## src/ukl_pkg.sv

```systemverilog
// Shared types and codes for the unique key list table.
package ukl_pkg;

    localparam int KEY_W = 32;
    localparam int POS_W = 4;

    localparam logic [1:0] OP_SEARCH = 2'd0;
    localparam logic [1:0] OP_INSERT = 2'd1;
    localparam logic [1:0] OP_REMOVE = 2'd2;

    localparam logic [1:0] STAT_OK        = 2'd0;
    localparam logic [1:0] STAT_NOT_FOUND = 2'd1;
    localparam logic [1:0] STAT_DUPLICATE = 2'd2;
    localparam logic [1:0] STAT_FULL      = 2'd3;

    typedef enum logic [1:0] {
        S_IDLE,
        S_SCAN,
        S_SHIFT,
        S_FIN
    } state_t;

    typedef struct packed {
        logic [1:0]       status;
        logic [POS_W-1:0] position;
        logic [POS_W-1:0] entry_count;
    } rsp_t;

endpackage

```

## src/ukl_if.sv

```systemverilog
// Request and response channel interfaces.
interface ukl_req_if;
    logic              valid;
    logic              ready;
    logic [1:0]        operation;
    logic signed [31:0] key;

    modport source (output valid, output operation, output key, input ready);
    modport sink   (input valid, input operation, input key, output ready);
endinterface

interface ukl_rsp_if;
    logic       valid;
    logic       ready;
    logic [1:0] status;
    logic [3:0] position;
    logic [3:0] entry_count;

    modport source (output valid, output status, output position, output entry_count,
                    input ready);
    modport sink   (input valid, input status, input position, input entry_count,
                    output ready);
endinterface

```

## src/ukl_ram.sv

```systemverilog
// Generic single-write, single-read RAM with registered read data.
module ukl_ram #(
    parameter int WIDTH = 32,
    parameter int DEPTH = 8
) (
    input  logic                             clk,
    input  logic                             wr_en,
    input  logic [$clog2(DEPTH > 1 ? DEPTH : 2)-1:0] wr_addr,
    input  logic [WIDTH-1:0]                 wr_data,
    input  logic [$clog2(DEPTH > 1 ? DEPTH : 2)-1:0] rd_addr,
    output logic [WIDTH-1:0]                 rd_data
);

    logic [WIDTH-1:0] mem [DEPTH];

    always_ff @(posedge clk)
    begin
        if (wr_en)
        begin
            mem[wr_addr] <= wr_data;
        end
        rd_data <= mem[rd_addr];
    end

endmodule

```

## src/ukl_ctrl.sv

```systemverilog
// Sequencer: scans, appends and shifts keys held in the key RAM.
module ukl_ctrl #(
    parameter int CAPACITY = 8
) (
    input  logic                          clk,
    input  logic                          rst_n,
    input  logic                          req_valid,
    output logic                          req_ready,
    input  logic [1:0]                    req_operation,
    input  logic [ukl_pkg::KEY_W-1:0]     req_key,
    output logic                          res_valid,
    input  logic                          res_ready,
    output ukl_pkg::rsp_t                 res,
    output logic                          mem_wr_en,
    output logic [$clog2(CAPACITY > 1 ? CAPACITY : 2)-1:0] mem_wr_addr,
    output logic [ukl_pkg::KEY_W-1:0]     mem_wr_data,
    output logic [$clog2(CAPACITY > 1 ? CAPACITY : 2)-1:0] mem_rd_addr,
    input  logic [ukl_pkg::KEY_W-1:0]     mem_rd_data
);

    import ukl_pkg::*;

    localparam int AW = $clog2(CAPACITY > 1 ? CAPACITY : 2);
    localparam int CW = $clog2(CAPACITY + 1);

    state_t           state_reg, state_next;
    logic [1:0]       op_reg, op_next;
    logic [KEY_W-1:0] key_reg, key_next;
    logic [CW-1:0]    count_reg, count_next;
    logic [CW-1:0]    rd_idx_reg, rd_idx_next;
    logic             pend_reg, pend_next;
    logic [AW-1:0]    cmp_idx_reg, cmp_idx_next;
    rsp_t             res_reg, res_next;

    logic accept;
    logic full;
    logic hit;
    logic more;

    assign accept = req_valid && (state_reg == S_IDLE);
    assign full   = count_reg >= CW'(CAPACITY);
    assign hit    = pend_reg && (mem_rd_data == key_reg);
    assign more   = rd_idx_reg < count_reg;

    always_comb
    begin
        state_next = state_reg;
        unique case (state_reg)
            S_IDLE:
            begin
                if (req_valid)
                begin
                    state_next = (req_operation == OP_INSERT && full) ? S_FIN : S_SCAN;
                end
            end
            S_SCAN:
            begin
                if (hit && op_reg == OP_REMOVE)
                begin
                    state_next = S_SHIFT;
                end
                else if (hit || !more)
                begin
                    state_next = S_FIN;
                end
            end
            S_SHIFT:
            begin
                if (!more)
                begin
                    state_next = S_FIN;
                end
            end
            S_FIN:
            begin
                if (res_ready)
                begin
                    state_next = S_IDLE;
                end
            end
            default: state_next = S_IDLE;
        endcase
    end

    always_comb
    begin
        op_next      = op_reg;
        key_next     = key_reg;
        count_next   = count_reg;
        rd_idx_next  = rd_idx_reg;
        pend_next    = 1'b0;
        cmp_idx_next = cmp_idx_reg;
        res_next     = res_reg;
        mem_wr_en    = 1'b0;
        mem_wr_addr  = cmp_idx_reg - AW'(1);
        mem_wr_data  = mem_rd_data;
        mem_rd_addr  = rd_idx_reg[AW-1:0];
        unique case (state_reg)
            S_IDLE:
            begin
                if (accept)
                begin
                    op_next              = req_operation;
                    key_next             = req_key;
                    rd_idx_next          = '0;
                    res_next.status      = STAT_FULL;
                    res_next.position    = '0;
                    res_next.entry_count = POS_W'(count_reg);
                end
            end
            S_SCAN:
            begin
                if (hit)
                begin
                    res_next.position = POS_W'(CW'(cmp_idx_reg) + CW'(1));
                    res_next.status   = (op_reg == OP_INSERT) ? STAT_DUPLICATE : STAT_OK;
                    rd_idx_next       = CW'(cmp_idx_reg) + CW'(1);
                end
                else if (more)
                begin
                    pend_next    = 1'b1;
                    cmp_idx_next = rd_idx_reg[AW-1:0];
                    rd_idx_next  = rd_idx_reg + CW'(1);
                end
                else if (op_reg == OP_INSERT)
                begin
                    mem_wr_en            = 1'b1;
                    mem_wr_addr          = count_reg[AW-1:0];
                    mem_wr_data          = key_reg;
                    count_next           = count_reg + CW'(1);
                    res_next.status      = STAT_OK;
                    res_next.position    = POS_W'(count_reg + CW'(1));
                    res_next.entry_count = POS_W'(count_reg + CW'(1));
                end
                else
                begin
                    res_next.status   = STAT_NOT_FOUND;
                    res_next.position = '0;
                end
            end
            S_SHIFT:
            begin
                mem_wr_en = pend_reg;
                if (more)
                begin
                    pend_next    = 1'b1;
                    cmp_idx_next = rd_idx_reg[AW-1:0];
                    rd_idx_next  = rd_idx_reg + CW'(1);
                end
                else
                begin
                    count_next           = count_reg - CW'(1);
                    res_next.entry_count = POS_W'(count_reg - CW'(1));
                end
            end
            S_FIN:
            begin
            end
            default:
            begin
            end
        endcase
    end

    always_ff @(posedge clk or negedge rst_n)
    begin
        if (!rst_n)
        begin
            state_reg <= S_IDLE;
            count_reg <= '0;
            pend_reg  <= 1'b0;
        end
        else
        begin
            state_reg <= state_next;
            count_reg <= count_next;
            pend_reg  <= pend_next;
        end
    end

    always_ff @(posedge clk)
    begin
        op_reg      <= op_next;
        key_reg     <= key_next;
        rd_idx_reg  <= rd_idx_next;
        cmp_idx_reg <= cmp_idx_next;
        res_reg     <= res_next;
    end

    assign req_ready = (state_reg == S_IDLE);
    assign res_valid = (state_reg == S_FIN);
    assign res       = res_reg;

endmodule

```

## src/unique_key_list_table_core.sv

```systemverilog
// Unique key list table: top level with key RAM, sequencer and response register.
//
// Keeps up to CAPACITY distinct 32-bit keys in insertion order in a RAM with one
// read and one write port. A request (search, insert or remove) walks the stored
// keys one per cycle through the RAM read port until it finds the key or reaches
// the end; an insert into a full table skips the walk.
// A remove then moves each later key down one place, again one per cycle. One
// request is handled at a time; a response waits in an output register, and the
// next request is taken while it waits. The store is empty after reset; no
// clearing pass is needed.
module unique_key_list_table_core #(
    parameter int CAPACITY = 8
) (
    input  logic      clk,
    input  logic      rst_n,
    ukl_req_if.sink   req,
    ukl_rsp_if.source rsp
);

    import ukl_pkg::*;

    localparam int AW = $clog2(CAPACITY > 1 ? CAPACITY : 2);

    logic             res_valid;
    logic             res_ready;
    rsp_t             res;
    logic             mem_wr_en;
    logic [AW-1:0]    mem_wr_addr;
    logic [KEY_W-1:0] mem_wr_data;
    logic [AW-1:0]    mem_rd_addr;
    logic [KEY_W-1:0] mem_rd_data;

    logic             out_valid_reg;
    rsp_t             out_reg;

    ukl_ram #(
        .WIDTH (KEY_W),
        .DEPTH (CAPACITY)
    ) u_ram (
        .clk     (clk),
        .wr_en   (mem_wr_en),
        .wr_addr (mem_wr_addr),
        .wr_data (mem_wr_data),
        .rd_addr (mem_rd_addr),
        .rd_data (mem_rd_data)
    );

    ukl_ctrl #(
        .CAPACITY (CAPACITY)
    ) u_ctrl (
        .clk           (clk),
        .rst_n         (rst_n),
        .req_valid     (req.valid),
        .req_ready     (req.ready),
        .req_operation (req.operation),
        .req_key       (req.key),
        .res_valid     (res_valid),
        .res_ready     (res_ready),
        .res           (res),
        .mem_wr_en     (mem_wr_en),
        .mem_wr_addr   (mem_wr_addr),
        .mem_wr_data   (mem_wr_data),
        .mem_rd_addr   (mem_rd_addr),
        .mem_rd_data   (mem_rd_data)
    );

    assign res_ready = !out_valid_reg || rsp.ready;

    always_ff @(posedge clk or negedge rst_n)
    begin
        if (!rst_n)
        begin
            out_valid_reg <= 1'b0;
        end
        else if (res_ready)
        begin
            out_valid_reg <= res_valid;
        end
    end

    always_ff @(posedge clk)
    begin
        if (res_ready && res_valid)
        begin
            out_reg <= res;
        end
    end

    assign rsp.valid       = out_valid_reg;
    assign rsp.status      = out_reg.status;
    assign rsp.position    = out_reg.position;
    assign rsp.entry_count = out_reg.entry_count;

endmodule
```

## src/flat_wrapper.sv

```systemverilog
// flat-port wrapper written by rule: the top's interface ports become plain ports
module unique_key_list_table_core_flat import ukl_pkg::*;
#(
    parameter int CAPACITY = 8
)
  (clk, rst_n, req_valid, req_operation, req_key, req_ready, rsp_valid, rsp_status, rsp_position, rsp_entry_count, rsp_ready);
  ukl_req_if req_i ();
  ukl_rsp_if rsp_i ();
  input  logic clk;
  input  logic rst_n;
  input wire logic [$bits(req_i.valid)-1:0] req_valid;
  input wire logic [$bits(req_i.operation)-1:0] req_operation;
  input wire logic [$bits(req_i.key)-1:0] req_key;
  output wire logic [$bits(req_i.ready)-1:0] req_ready;
  output wire logic [$bits(rsp_i.valid)-1:0] rsp_valid;
  output wire logic [$bits(rsp_i.status)-1:0] rsp_status;
  output wire logic [$bits(rsp_i.position)-1:0] rsp_position;
  output wire logic [$bits(rsp_i.entry_count)-1:0] rsp_entry_count;
  input wire logic [$bits(rsp_i.ready)-1:0] rsp_ready;
  assign req_i.valid = req_valid;
  assign req_i.operation = req_operation;
  assign req_i.key = req_key;
  assign req_ready = req_i.ready;
  assign rsp_valid = rsp_i.valid;
  assign rsp_status = rsp_i.status;
  assign rsp_position = rsp_i.position;
  assign rsp_entry_count = rsp_i.entry_count;
  assign rsp_i.ready = rsp_ready;
  unique_key_list_table_core #(.CAPACITY(CAPACITY)) u_core (.clk(clk), .rst_n(rst_n), .req(req_i), .rsp(rsp_i));
endmodule
```

## config.mk

```make
export PLATFORM = sky130hd
export DESIGN_NAME = unique_key_list_table_core_flat
export DESIGN_NICKNAME = d
export VERILOG_FILES = /design/src/ukl_pkg.sv /design/src/ukl_if.sv /design/src/ukl_ram.sv /design/src/ukl_ctrl.sv /design/src/unique_key_list_table_core.sv /design/src/flat_wrapper.sv
export SDC_FILE = /design/constraint.sdc
export NUM_CORES = 1
export LEC_CHECK = 0
export BUFFER_PORTS_ARGS = -buffer_cell sky130_fd_sc_hd__buf_4
export CAP_MARGIN = 10
export CORE_ASPECT_RATIO = 1.2
export CORE_MARGIN = 5
export CORE_UTILIZATION = 25
export CTS_CLUSTER_SIZE = 20
export DETAILED_ROUTE_END_ITERATION = 6
export HOLD_SLACK_MARGIN = 0.02
export SYNTH_ARGS = -nofsm -noshare
export SYNTH_HDL_FRONTEND = slang
export SYNTH_HIERARCHICAL = 1
export SYNTH_SLANG_ARGS = --single-unit
```

## constraint.sdc

```tcl
create_clock -name clk -period 6.4 [get_ports clk]
set_clock_uncertainty 0.05 [all_clocks]
set_input_delay 0.32 -clock clk [delete_from_list [all_inputs] [get_ports clk]]
set_output_delay 0.32 -clock clk [all_outputs]
set_load 0.02 [all_outputs]
```

Word level (Yosys, flattened, before mapping)
Memory sizes are Yosys's and may differ from the RTL's. A register that Yosys moved wholly into a read port is not among the register bits.
Cells that the tools add are included.
Storage, ports and cells
  output and inout bits: 12
  logic and storage cells: 102
  bits in writable memories: 256
  input bits: 38
  memories: 1
  bits in registers: 69
Cells by class
  eq/ne operators: 16
  add/sub/neg operators: 5
  mux-type cells: 44
  magnitude comparators: 2
  reductions and logical operators: 20
Memory list
  u_core.u_ram.mem: depth 8, bits a word 32, read ports 1, clocked after Yosys merged registers in 1, write ports 1, line ukl_ram.sv:14  | logic [WIDTH-1:0] mem [DEPTH];
Operator list (number)
  32-bit 2-to-1 mux: 4
  32-bit == test: 1
  4-bit 2-to-1 mux: 8
  4-bit case mux with 3 select lines: 2
  10-bit 2-to-1 mux: 2
  3-bit 2-to-1 mux: 6
  2-bit 2-to-1 mux: 7
  2-bit != test (second input constant): 6
  6-bit case mux with 2 select lines: 1
  4-bit by 1-bit adder with 4-bit output (second input constant): 2
  2-bit case mux with 4 select lines: 1
  4-bit case mux with 2 select lines: 1
  1-bit 2-to-1 mux: 7
  2-bit by 1-bit == test with 1-bit output (second input constant): 3
  2-bit == test (second input constant): 3
  6-bit 2-to-1 mux: 1
  3-bit != test (second input constant): 2
  3-bit case mux with 2 select lines: 1
  2-bit AND reduction: 3
  6-bit AND reduction: 1
  1-bit logical AND: 5
  5-bit 2-to-1 mux: 1
  5-bit AND reduction: 1
  3-bit by 1-bit adder with 4-bit output (second input constant): 1
  13 further kinds: 17

Depth between registers and ports, before layout
  depth in word-level cells: 7
  gate-level depth with buffers: 11
  mapped depth without buffers: 8

By module
The synthesis kept the hierarchy.
Modules (own cells, without submodules)
  ukl_ram: cells an instance 415, times used 1, area each 10466.3 µm²
  ukl_ctrl: cells an instance 295, times used 1, area each 3587.2 µm²
  unique_key_list_table_core: cells an instance 14, times used 1, area each 354.1 µm²

Worst setup path before layout
OpenSTA, ideal clock, no wires.
  path type: register -> register
  from: reg u_core.u_ctrl.count_reg[3]
  to: mem u_core.u_ram.mem[0][0], enable pin
  setup slack: 1.409 ns
  setup time: 0.461 ns
  path buffers: 3
  data arrival time: 4.480 ns
  stages on the path, launching flop included: 12
  cell sequence: dfrtp_1 -> clkbuf_1 -> inv_1 -> ha_1 -> o21a_1 -> a21oi_2 -> or4_4 -> buf_6 -> buf_6 -> mux2i_1 -> nand2b_1 -> nor3_1
Between the ends
  elaborated cells between the ends (all ways): 9
  classes of those cells: order compare (1); mux (8)
RTL lines
  start: declaration: line ukl_ctrl.sv:29  | logic [CW-1:0] count_reg, count_next;
  start signal: assignment: line ukl_ctrl.sv:176  | count_reg <= count_next;
  4-bit < comparator: line ukl_ctrl.sv:43  | assign more = rd_idx_reg < count_reg;
  3-bit 2-to-1 mux: line ukl_ctrl.sv:119  | else if (more)
  3-bit 2-to-1 mux: line ukl_ctrl.sv:113  | if (hit)
  3-bit 2-to-1 mux: line ukl_ctrl.sv:98  | unique case (state_reg)
  net u_core.mem_wr_addr[2]: line unique_key_list_table_core.sv:28  | logic [AW-1:0] mem_wr_addr;
  end: declaration: line ukl_ram.sv:14
The timed path passes the listed nets, and every way through them passes these cells.

Final worst setup path
  from: reg u_core.u_ctrl.key_reg[30]
  to: mem u_core.u_ram.mem[5][18], enable pin
Between the ends
  elaborated cells between the ends (all ways): 8
  classes of those cells: eq/ne (1); mux (6); reduce/logical (1)
RTL lines
  start: declaration: line ukl_ctrl.sv:28  | logic [KEY_W-1:0] key_reg, key_next;
  start signal: assignment: line ukl_ctrl.sv:184  | key_reg <= key_next;
  32-bit == test: line ukl_ctrl.sv:42  | assign hit = pend_reg && (mem_rd_data == key_reg);
  1-bit logical AND: line ukl_ctrl.sv:42
  3-bit 2-to-1 mux: line ukl_ctrl.sv:113
  3-bit 2-to-1 mux: line ukl_ctrl.sv:98
  net u_core.mem_wr_addr[0]: line unique_key_list_table_core.sv:28
The timed path passes the listed nets, and every way through them passes these cells.

==> qor.log <==
INFO  floorplan      die-width=229microns
INFO  clock_tree     cts-hold-fix-buffers=35
INFO  sta            fin_crit_sh=76.7%
INFO  placement      dpl.hpwl=19200microns
INFO  layout         postLayoutCellArea=17200squm
INFO  run            maxCapViolCount=0
INFO  detailed_routing vias_per_cell=4.40
INFO  synth          synth-compound-area-share=2.32%
INFO  clock_tree     clock_sink_total=357
INFO  synth          post_synth_fa_ha_maj_area_fraction=1.04%
INFO  clock_tree     cts_tree=built
INFO  global_routing antenna_found_initial=1
INFO  worst_setup_path cp_data_required_time=6550ps
INFO  clock_tree     cts_buffers=36
INFO  worst_setup_path crit_path_start_kind=flip-flop
INFO  worst_setup_path rrSetupSlack=1490ps
INFO  layout         layout-drive-gt1-share=26.1%
INFO  sta            final.min_clock_period=4910ps
INFO  synth          ys_ff_latch=357
INFO  sta            holdWs=36.1ps
INFO  power          power.static_leakage=0.00574uW
INFO  detailed_routing drc_violations_left=0
INFO  global_routing grt_start_max_net_pins=69
INFO  clock_tree     clockRootBuffer=clkbuf_16
INFO  detailed_routing final_antenna_net_count=0
INFO  worst_setup_path crit_path_max_fanout=36
INFO  worst_setup_path regToRegEndpoint=u_core/u_ram/mem[5][18]$_DFFE_PP_
INFO  clock_tree     post_cts_resized=0
INFO  placement      placed_cell_area=15600squm
INFO  worst_setup_path timing_worst_setup_path_type=reg2reg
INFO  power          pwr_per_cell_area=454nW/um^2
INFO  synth          largest_family_of_logic_cells_by_synthesized_area=multiplexers
INFO  floorplan      start_util=25.2%
INFO  synth          yosys.cell_types.count=52
INFO  sta            grt_setup_unrepaired=false
INFO  global_routing grt_pass1_vias=7343
INFO  layout         diodes=0
INFO  synth          synth_flop_cell=edfxtp_1
INFO  floorplan      dieArea=62600squm
INFO  synth          ys_seq_area_share=71.9%
INFO  floorplan      rows=96
INFO  synth          avgSynthCellArea=19.9squm
INFO  floorplan      design.core.area=57200squm
INFO  detailed_routing routed_wire_length_per_instance=19.5microns
INFO  detailed_routing routed_wl=31000microns
INFO  worst_setup_path crit-reg2reg-launch=u_core/u_ctrl/key_reg[30]$_DFFE_PP_
INFO  clock_tree     clock_insertion_delay_worst_skew=520ps
INFO  min_path       hold_path.startpoint=rsp_ready
INFO  synth          synth_simple_gate_area_share=2.88%
INFO  clock_tree     post_cts_buffers=0
INFO  synth          netlist_area=14400squm
INFO  layout         layout_commonest_cell=edfxtp_1
INFO  worst_setup_path setup_crit_end_kind=flip-flop
INFO  floorplan      fp.dieH=273microns
INFO  floorplan      number_of_ports_placed_on_the_die_boundary=50
INFO  sta            max-slew-margin-rel=15.9%
INFO  min_path       min-delay-path-class=in2reg
INFO  sta            final_hold_viol_count=0
INFO  outcome        outcome=finished, final reports clean
INFO  detailed_routing drt_iter0_markers=554
INFO  min_path       timing.hold.worst_path_depth=3
INFO  layout         layout_net_count=875
INFO  placement      routabilityCongestion=0.801
INFO  layout         final_cell_mix=edfxtp_1, buf_4, mux2_2
INFO  synth          number_of_enable_flip_flop_cells_after_synthesis=317
INFO  worst_setup_path arrival=5060ps
INFO  min_path       min_delay_worst_endpoint=u_core/rsp.valid$_DFFE_PN0P_
INFO  sta            tns=0ps
INFO  synth          muxShareOfSynthArea=17.4%
INFO  layout         largest_register_ffs=256
INFO  global_routing grt_first_pass_wirelength=46700microns
INFO  sta            slew_violations=0
INFO  sta            max_freq=204MHz
INFO  power          worst_ir_drop_vdd=165uV
INFO  synth          synthCells=724
INFO  clock_tree     number_of_buffers_on_the_longest_clock_path=3
INFO  synth          async_s_r_ff_share_synth=2.24%
INFO  layout         nFillCells=5552
INFO  synth          ys_warn_count=6
INFO  synth          synthXorXnorAreaFrac=2.43%
INFO  clock_tree     ctsHtreeMaxLevel=2
INFO  sta            worst-slew-pin-transition=1250ps
INFO  global_routing grt_usage=9.74%
INFO  detailed_routing drt_pre_antenna_iters=5
INFO  layout         area_delta_synth_final=19.5%
INFO  sta            finalSetupViolations=0
INFO  synth          synth_fp_nets=774
INFO  placement      buffer_ports.inserted=49
INFO  global_routing global_route.overflow_total=0
INFO  detailed_routing vias_after_detailed_routing=6982
INFO  worst_setup_path ff2ff_path_depth=9
INFO  clock_tree     cts.clk_slew.worst_paths=60ps
[per-stage QoR]
stage | std cells | util (%) | worst slack (ps) | total power, uW
global route | 1588 | 30.1 | 1260 | 8180
finish | 1588 | 30.1 | 1490 | 7810
detailed placement | 1487 | 27.3 | 1530 | 5680
floorplan | 724 | - | 1410 | 5050
global placement | 1487 | 27.3 | 1650 | 5650
CTS | 1588 | 30.1 | 1500 | 7900
[metal layers]
layer / up-vias / wire length, microns / GRT usage, %
li1: 3134 / - / -
met1: 3611 / 13100 / 12.2
met2: 186 / 16000 / 17.4
met3: 51 / 1290 / 1.65
met4: 0 / 719 / 2.64
met5: - / 0 / 0
[power breakdown]
| part | leakage, uW | switching [uW] | internal (uW) |
|---|---|---|---|
| combinational | 0.00190 | 1270 | 979 |
| clock | 0.000601 | 862 | 1310 |
| sequential | 0.00324 | 189 | 3200 |
[cell usage after synthesis (all sizes together), types with 3 or more instances]
cell    number  area (sq um)
nor2        13          48.8
nand3       13          65.1
a31oi        4          25.0
nor2b        3          18.8
mux2        67           852
nand4       10          62.6
o21ai       11          55.1
a21oi       17          88.8
inv         11          41.3
o22ai        3          18.8
nor3         6          30.0
ha          12           150
clkbuf       8          30.0
o21a         3          22.5
and2         3          21.3
mux2i        7          70.1
xnor2       36           315
buf         27           205
nand2b       8          57.6
dfxtp       32           641
mux4        64          1590
xor2         4          35.0
edfxtp     317          9520
a22oi        3          22.5
dfrtp        8           200
nand2       10          37.5
nor4         3          18.8
[critical path: stages (launching register included)]
cell and delay (ps):
edfxtp_1 420, xnor2_1 210, nand4_1 260, nor4_1 430, and3_1 620, or4_4 740
mux2i_1 520, nand2b_1 240, nor2_4 690, buf_4 380
[kinds of logic after synthesis]
| logic type | Yosys count |
|---|---|
| buf+inv | 48 |
| xor+xnor | 40 |
| compound gates | 53 |
| fa+ha+maj | 12 |
| mux | 138 |
| flops | 357 |
| simple gates | 76 |
[worst max path at each step]
stage	slack, ps	from	end
after global placement	1650	u_core/u_ctrl/key_reg[6]$_DFFE_PP_	u_core/u_ram/mem[5][5]$_DFFE_PP_
after floorplan	1410	u_core/u_ctrl/count_reg[3]$_DFFE_PN0P_	u_core/u_ram/mem[0][0]$_DFFE_PP_
after detailed placement	1530	u_core/u_ctrl/key_reg[6]$_DFFE_PP_	u_core/u_ram/mem[5][2]$_DFFE_PP_
after CTS	1500	u_core/u_ctrl/key_reg[6]$_DFFE_PP_	u_core/u_ram/mem[5][14]$_DFFE_PP_
after global routing	1260	u_core/u_ctrl/key_reg[5]$_DFFE_PP_	u_core/u_ram/mem[5][14]$_DFFE_PP_
final	1490	u_core/u_ctrl/key_reg[30]$_DFFE_PP_	u_core/u_ram/mem[5][18]$_DFFE_PP_
[layout make-up]
type                    count  area, sq um  share of cell area [%]
inverters                  13         48.8                   0.284
clock buffers              51         1050                    6.09
well taps                 735          920                    5.34
flip-flops and latches    357        10400                    60.2
multi-input cells         319         3820                    22.2
repair buffers             98          823                    4.78
clock inverters            15          191                    1.11
Power figures use the tool's default switching activity.
